### config.mk
export PLATFORM = sky130hd
export DESIGN_NAME = aggregate_channel_demux
export DESIGN_NICKNAME = d
export VERILOG_FILES = /design/src/sv/cad_pkg.sv /design/src/sv/aggregate_channel_demux.sv /design/src/sv/cad_parser.sv
export VERILOG_INCLUDE_DIRS = /design/src /design/src/sv
export SDC_FILE = /design/constraint.sdc
export NUM_CORES = 1
export LEC_CHECK = 0
export BUFFER_PORTS_ARGS = -buffer_cell sky130_fd_sc_hd__buf_2
export CAP_MARGIN = 0
export CORE_ASPECT_RATIO = 1.5
export CORE_UTILIZATION = 25
export DETAILED_ROUTE_END_ITERATION = 16
export PLACE_DENSITY_LB_ADDON = 0.1
export SLEW_MARGIN = 20
export SYNTH_ARGS = -nofsm -noshare
export SYNTH_HDL_FRONTEND = slang
export SYNTH_SLANG_ARGS = --single-unit
### constraint.sdc
create_clock -name clock -period 4.6 [get_ports clock]
set_input_delay 0.92 -clock clock [delete_from_list [all_inputs] [get_ports clock]]
set_output_delay 0.92 -clock clock [all_outputs]
set_load 0.005 [all_outputs]
### src/sv/aggregate_channel_demux_macros.svh
// assertion helpers for the aggregate channel demux
`ifndef AGGREGATE_CHANNEL_DEMUX_MACROS_SVH
`define AGGREGATE_CHANNEL_DEMUX_MACROS_SVH

`ifndef SYNTHESIS

`define CAD_ASSERT(lbl, clk, rst, prop) \
   lbl: assert property (@(posedge clk) disable iff (rst) prop) \
      else $error("cad assertion failed");

`define CAD_ASSERT_NEVER(lbl, clk, rst, expr) \
   lbl: assert property (@(posedge clk) disable iff (rst) !(expr)) \
      else $error("cad forbidden condition seen");

`else

`define CAD_ASSERT(lbl, clk, rst, prop)

`define CAD_ASSERT_NEVER(lbl, clk, rst, expr)

`endif

`endif

### src/sv/cad_pkg.sv
package cad_pkg;

   localparam int CHANNEL_GROUPS = 8;
   localparam int WORD_W = 32;
   localparam int SIZE_W = 31;
   localparam int MASK_W = 8;
   localparam int CH_W = 3;

   localparam logic [3:0] HEADER_TAG = 4'hA;

   localparam logic [MASK_W-1:0] GROUP_MASK = (CHANNEL_GROUPS >= MASK_W) ?
      {MASK_W{1'b1}} : MASK_W'((1 << CHANNEL_GROUPS) - 1);

   typedef enum logic [2:0] {
      PH_HEADER,
      PH_BOARD,
      PH_COUNTER,
      PH_TIMETAG,
      PH_SIZE,
      PH_BODY
   } phase_type;

   typedef struct packed {
      logic              valid;
      logic [WORD_W-1:0] data_word;
      logic [CH_W-1:0]   channel;
      logic              block_first;
      logic              block_last;
      logic              aggregate_end;
      logic              format_error;
   } result_type;

   typedef struct packed {
      logic      error_latched;
      phase_type phase;
   } status_type;

   function automatic logic [CH_W-1:0] lowest_channel(input logic [MASK_W-1:0] m);
      logic [CH_W-1:0] ch;
      ch = '0;
      for (int i = MASK_W - 1; i >= 0; i--) begin
         if (m[i]) begin
            ch = CH_W'(i);
         end
      end
      return ch;
   endfunction

endpackage

### src/sv/aggregate_channel_demux.sv
// aggregate channel demux
// req channel: one raw readout word per handshake (req_valid / req_ready).
// rsp channel: one tagged block word per handshake (rsp_valid / rsp_ready),
// carrying the channel index and block first / block last / aggregate end
// marks; a malformed header or a zero block size yields a single word with
// rsp_format_error set, after which every incoming word is swallowed.
// header, board, counter and time tag words are consumed with no output.
// a word accepted into the input register passes through the parse logic
// into the output register, from which rsp offers it to the receiver.
// throughput: one word per cycle while rsp_ready stays high; the parse
// state advances once per word as it moves out of the input register.
// when the receiver stalls, the output register holds its word and the
// input register fills; req_ready drops only while both are occupied and
// the held input word would produce an output.
// reset (synchronous, active high) empties both registers, returns the
// parser to waiting for an aggregate header and clears the error flag.
`include "aggregate_channel_demux_macros.svh"

module aggregate_channel_demux (
   input  logic                       clock,
   input  logic                       reset,
   input  logic                       req_valid,
   output logic                       req_ready,
   input  logic [cad_pkg::WORD_W-1:0] req_stream_word,
   output logic                       rsp_valid,
   input  logic                       rsp_ready,
   output logic [cad_pkg::WORD_W-1:0] rsp_data_word,
   output logic [cad_pkg::CH_W-1:0]   rsp_channel,
   output logic                       rsp_block_first,
   output logic                       rsp_block_last,
   output logic                       rsp_aggregate_end,
   output logic                       rsp_format_error
);

   logic                       in_valid_ff, in_valid_in;
   logic [cad_pkg::WORD_W-1:0] in_word_ff;
   logic                       out_valid_ff, out_valid_in;
   cad_pkg::result_type        out_ff;
   cad_pkg::result_type        result;
   cad_pkg::status_type        status;
   logic                       advance;
   logic                       load_out;

   cad_parser u_parser (
      .clock  (clock),
      .reset  (reset),
      .step   (advance),
      .word   (in_word_ff),
      .result (result),
      .status (status)
   );

   assign advance   = in_valid_ff && (!result.valid || !out_valid_ff || rsp_ready);
   assign load_out  = advance && result.valid;
   assign req_ready = !in_valid_ff || advance;

   assign in_valid_in  = (req_valid && req_ready) || (in_valid_ff && !advance);
   assign out_valid_in = load_out || (out_valid_ff && !rsp_ready);

   always_ff @(posedge clock) begin
      if (reset) begin
         in_valid_ff  <= 1'b0;
         out_valid_ff <= 1'b0;
      end else begin
         in_valid_ff  <= in_valid_in;
         out_valid_ff <= out_valid_in;
      end
   end

   always_ff @(posedge clock) begin
      if (req_valid && req_ready) begin
         in_word_ff <= req_stream_word;
      end
      if (load_out) begin
         out_ff <= result;
      end
   end

   assign rsp_valid         = out_valid_ff;
   assign rsp_data_word     = out_ff.data_word;
   assign rsp_channel       = out_ff.channel;
   assign rsp_block_first   = out_ff.block_first;
   assign rsp_block_last    = out_ff.block_last;
   assign rsp_aggregate_end = out_ff.aggregate_end;
   assign rsp_format_error  = out_ff.format_error;

   `CAD_ASSERT(a_err_no_marks, clock, reset,
      rsp_valid && rsp_format_error |-> !rsp_block_first && !rsp_block_last && !rsp_aggregate_end)
   `CAD_ASSERT(a_aend_is_last, clock, reset,
      rsp_valid && rsp_aggregate_end |-> rsp_block_last)
   `CAD_ASSERT(a_silent_after_err, clock, reset,
      rsp_valid && rsp_ready && rsp_format_error |=> !rsp_valid && status.error_latched)
   `CAD_ASSERT_NEVER(a_stall_only_on_output, clock, reset,
      in_valid_ff && !req_ready && !(out_valid_ff && !rsp_ready))

endmodule

### src/sv/cad_parser.sv
module cad_parser (
   input  logic                       clock,
   input  logic                       reset,
   input  logic                       step,
   input  logic [cad_pkg::WORD_W-1:0] word,
   output cad_pkg::result_type        result,
   output cad_pkg::status_type        status
);

   cad_pkg::phase_type              phase_ff, phase_in;
   logic [cad_pkg::MASK_W-1:0]      mask_ff, mask_in;
   logic [cad_pkg::CH_W-1:0]        channel_ff, channel_in;
   logic [cad_pkg::SIZE_W-1:0]      left_ff, left_in;
   logic                            error_ff, error_in;

   logic [cad_pkg::SIZE_W-1:0]      size;
   logic [cad_pkg::SIZE_W-1:0]      left_dec;
   logic [cad_pkg::MASK_W-1:0]      mask_after;
   logic                            header_ok;

   assign size       = word[cad_pkg::SIZE_W-1:0];
   assign left_dec   = left_ff - cad_pkg::SIZE_W'(1);
   assign mask_after = mask_ff & ~(cad_pkg::MASK_W'(1) << channel_ff);
   assign header_ok  = (word[cad_pkg::WORD_W-1 -: 4] == cad_pkg::HEADER_TAG);

   // next state
   always_comb begin
      phase_in   = phase_ff;
      mask_in    = mask_ff;
      channel_in = channel_ff;
      left_in    = left_ff;
      error_in   = error_ff;
      if (!error_ff) begin
         case (phase_ff)
            cad_pkg::PH_HEADER: begin
               if (!header_ok) begin
                  error_in = 1'b1;
               end else begin
                  phase_in = cad_pkg::PH_BOARD;
               end
            end
            cad_pkg::PH_BOARD: begin
               mask_in  = word[cad_pkg::MASK_W-1:0] & cad_pkg::GROUP_MASK;
               phase_in = cad_pkg::PH_COUNTER;
            end
            cad_pkg::PH_COUNTER: begin
               phase_in = cad_pkg::PH_TIMETAG;
            end
            cad_pkg::PH_TIMETAG: begin
               if (mask_ff == '0) begin
                  phase_in = cad_pkg::PH_HEADER;
               end else begin
                  channel_in = cad_pkg::lowest_channel(mask_ff);
                  phase_in   = cad_pkg::PH_SIZE;
               end
            end
            cad_pkg::PH_SIZE: begin
               if (size == '0) begin
                  error_in = 1'b1;
               end else if (size == cad_pkg::SIZE_W'(1)) begin
                  mask_in = mask_after;
                  left_in = '0;
                  if (mask_after == '0) begin
                     phase_in = cad_pkg::PH_HEADER;
                  end else begin
                     channel_in = cad_pkg::lowest_channel(mask_after);
                     phase_in   = cad_pkg::PH_SIZE;
                  end
               end else begin
                  left_in  = size - cad_pkg::SIZE_W'(1);
                  phase_in = cad_pkg::PH_BODY;
               end
            end
            cad_pkg::PH_BODY: begin
               left_in = left_dec;
               if (left_dec == '0) begin
                  mask_in = mask_after;
                  if (mask_after == '0) begin
                     phase_in = cad_pkg::PH_HEADER;
                  end else begin
                     channel_in = cad_pkg::lowest_channel(mask_after);
                     phase_in   = cad_pkg::PH_SIZE;
                  end
               end
            end
            default: begin
               phase_in = cad_pkg::PH_HEADER;
            end
         endcase
      end
   end

   // result for the current word
   always_comb begin
      result           = '0;
      result.data_word = word;
      result.channel   = channel_ff;
      if (!error_ff) begin
         case (phase_ff)
            cad_pkg::PH_HEADER: begin
               result.valid        = !header_ok;
               result.channel      = '0;
               result.format_error = 1'b1;
            end
            cad_pkg::PH_SIZE: begin
               result.valid = 1'b1;
               if (size == '0) begin
                  result.format_error = 1'b1;
               end else begin
                  result.block_first = 1'b1;
                  if (size == cad_pkg::SIZE_W'(1)) begin
                     result.block_last    = 1'b1;
                     result.aggregate_end = (mask_after == '0);
                  end
               end
            end
            cad_pkg::PH_BODY: begin
               result.valid = 1'b1;
               if (left_dec == '0) begin
                  result.block_last    = 1'b1;
                  result.aggregate_end = (mask_after == '0);
               end
            end
            default: begin
               result.valid = 1'b0;
            end
         endcase
      end
   end

   always_ff @(posedge clock) begin
      if (reset) begin
         phase_ff   <= cad_pkg::PH_HEADER;
         mask_ff    <= '0;
         channel_ff <= '0;
         left_ff    <= '0;
         error_ff   <= 1'b0;
      end else if (step) begin
         phase_ff   <= phase_in;
         mask_ff    <= mask_in;
         channel_ff <= channel_in;
         left_ff    <= left_in;
         error_ff   <= error_in;
      end
   end

   assign status.error_latched = error_ff;
   assign status.phase         = phase_ff;

endmodule

==> results.yml <==
status:
  status: "complete, no violations"
pwr:
  combPwrFrac: 0.048
  swShare: 0.247
  ir_drop_mv: 0.253
  p_switching_uw: 693
  intPower_uw: 2110
  p_leak_uw: 0.00266
  clkPwrFrac: 0.517
  power_per_cell_area_mw_per_mm2: 364
  finalPower_uw: 2800
  p_seq_frac: 0.434
detailed_routing:
  topRoutingLayerUsed: "met4"
  drt.antenna.violating_nets: 0
  routed_wl_um: 20300
  via_per_inst: 5.09
  drc: 0
  drt_iter0_markers: 332
  avgRoutedWirePerCell_um: 19.2
  dr.pass1.iters: 5
  wl_met3_um: 548
  route.vias.total: 5395
  wl_met1_um: 7930
  wl_met2_um: 11400
setup_path:
  start_kind: "flip-flop"
  cp_slowest_cell: "nor4bb_1"
  crit_type: "reg2reg"
  r2r_setup_slack_ns: 1.25
  cp.required_ns: 4.88
  r2r-start: "in_word_ff[30]"
  rr_worst_depth: 9
  cp_max_fo: 22
  r2r_end: "u_parser.left_ff[4]"
  endpoint_kind: "flip-flop"
  path_cells: "nor4bb_1 -> o21bai_1 -> nor3b_1 -> nor4_4 -> buf_6 -> buf_4 -> o21ai_0 -> a22oi_1 -> nor2_1"
  slowest_delay_ns: 0.77
  arrival_ns: 3.63
floorplan:
  dieArea_mm2: 0.0261
  die_x_um: 132
  num_rows: 71
  io_pins: 77
  fp.dieH_um: 197
  initial_core_util: 0.254
  core_area_mm2: 0.0251
clock_network:
  htreeDepth: 4
  cts_resized: 0
  clock_path_buffers: 2
  ctsHoldBuffers: 0
  cts_buffers: 17
  insertion_delay_ns: 0.43
  cts_tree: "yes"
  cts_setup_buffers: 0
  cts.sinks: 119
  clk_pin_slew_ns: 0.06
  clockRootBuffer: "clkbuf_16"
global_route:
  grt_use_total: 0.163
  grt_max_degree: 51
  grt_antenna_before_repair: 0
  grt_first_pass_wirelength_um: 31900
  overflow: 0
  first_global_vias: 5457
place:
  port_buffers: 76
  hpwl_um: 14700
  routabilityCongestion: 0.810
timing:
  maxClockFrequency_mhz: 298
  slew_headroom: 0.271
  maxSlewViolCount: 0
  finalCriticalPeriod_ns: 3.35
  final_hold_viol_count: 0
  skew_ns: 0.0122
  setup_viol: 0
  setup_tns_ns: 0
  rsz0062_at_grt: "false"
  tightest_slew_ns: 1.09
  finalCritPeriodShare: 0.729
hold_path:
  min-delay-start: "in_word_ff[31]"
  whs_path_depth: 0
  hp-class: "reg2reg"
  hold_path_end: "rsp_data_word[31]"
logic_synthesis:
  synth.largest_area_cell: "edfxtp_1"
  synth_edf_count: 71
  syn_inst: 651
  synth-async-reset-ratio: 0
  syn_nets: 691
  syn-mean-instance-area_um2: 9.77
  synth_top_area_share: 0.335
  synth_ff_type: "edfxtp_1"
  yosysWarnings: 0
  ys_top_cells_by_count: "71 x edfxtp_1, 66 x nor2_1, 49 x a21oi_1"
  synthTopCellsByArea: "edfxtp_1 34%, dfxtp_1 15%, nor2_1 3.9%, a21oi_1 3.9%, o21ai_0 3.4%"
  mappedNetlistArea_mm2: 0.00636
  synth_cell_types: 77
  yosysMostFrequentCell: "edfxtp_1"
  synth_seq_area_share: 0.486
  ys_ff_latch: 119
final_layout:
  syn2layout_area_growth_pct: 21.0
  nFillCells: 2642
  diodes: 0
  num-nets-final: 758
  layout.area.seq_mm2: 0.00309
  layout-drive-gt1-share: 0.208
  multi_input_area_mm2: 0.00303
job:
  drv_cap: 0
## state kept, by name, summed over array words and instances (netlist names)
register             flops
in_word_ff              32
rsp_data_word           32
u_parser.left_ff        31
u_parser.mask_ff         8
rsp_channel              3
u_parser.channel_ff      3
u_parser.phase_ff        3
in_valid_ff              1
rsp_aggregate_end        1
rsp_block_first          1
rsp_block_last           1
rsp_format_error         1
rsp_valid                1
u_parser.error_ff        1
## final cells by class
type,count,area share
multi-input combinational,480,0.394
tap,328,0.0534
timing repair buffer,88,0.0633
clock inverter,15,0.0265
inverter,12,0.00586
sequential,119,0.402
clock buffer,17,0.0553
## worst max path at each step
stage | start | to | slack, ns
CTS | in_word_ff[30] | u_parser.left_ff[4] | 1.09
global placement | in_word_ff[30] | u_parser.left_ff[4] | 0.83
finish | in_word_ff[30] | u_parser.left_ff[4] | 1.25
detailed placement | in_word_ff[30] | u_parser.left_ff[4] | 1.12
floorplan | in_word_ff[0] | rsp_aggregate_end | 1.77
global route | in_word_ff[30] | u_parser.left_ff[4] | 0.87
## logic make-up after synthesis
| kind of cell | count (synthesis) | share of synthesized area |
|---|---|---|
| AOI/OAI and AO/OA | 175 | 0.179 |
| and+or+nand+nor | 259 | 0.228 |
| buffers and inverters | 52 | 0.0401 |
| DFF | 119 | 0.486 |
| adders and majority gates | 4 | 0.00787 |
| muxes | 3 | 0.00472 |
| xor gates and xnor gates | 39 | 0.0537 |
## cells in the final DEF (no fill, tap or decap), types with 7 or more instances in the layout
cell type / synthesis / final
a22oi_1: 17 / 17
xor2_1: 15 / 15
nand3_1: 13 / 13
clkbuf_16: 0 / 17
dfxtp_1: 48 / 48
edfxtp_1: 71 / 71
o22ai_1: 7 / 7
nand2_1: 43 / 43
nor2_1: 66 / 66
o32ai_1: 10 / 10
o21ai_0: 43 / 43
a21oi_1: 49 / 49
or3_1: 9 / 9
buf_2: 9 / 76
inv_1: 12 / 12
buf_4: 3 / 10
or4_1: 7 / 7
nor3_1: 33 / 33
a211oi_1: 11 / 11
nand2b_1: 7 / 7
nor2b_1: 11 / 11
xnor2_1: 24 / 24
nor4_1: 22 / 21
## power groups by stage
stage / Clock (uW) / Combinational [uW] / Sequential, uW
after floorplan: 0 / 66.1 / 1230
final: 1450 / 135 / 1220
after detailed placement: 0 / 136 / 1240
after global placement: 0 / 135 / 1240
after CTS: 1490 / 136 / 1220
after global routing: 1530 / 148 / 1220
## through the flow
| step | setup slack, ns | hold slack, ns | util | instances | area, um^2 |
|---|---|---|---|---|---|
| after detailed placement | 1.12 | 0.460 | 0.281 | 1026 | 7040 |
| after floorplan | 1.77 | 0.418 | - | 651 | 6360 |
| after CTS | 1.09 | 0.476 | 0.306 | 1058 | 7670 |
| after global routing | 0.866 | 0.483 | 0.307 | 1059 | 7690 |
| after global placement | 0.828 | 0.458 | 0.281 | 1025 | 7030 |
| final | 1.25 | 0.470 | 0.307 | 1059 | 7690 |
## layer usage
| metal | up-vias | global-route usage |
|---|---|---|
| met1 | 2645 | 0.174 |
| met3 | 26 | 0.0272 |
| li1 | 2601 | - |
| met5 | - | 0 |
| met4 | 0 | 0.0702 |
| met2 | 123 | 0.313 |
## critical path: cells and delay by family (launching register included)
family          cells  cell delay, ns
simple gates        4            1.67
buf+inv             2            0.51
flops               1            0.50
compound gates      3            0.50
Power figures use the tool's default switching activity.
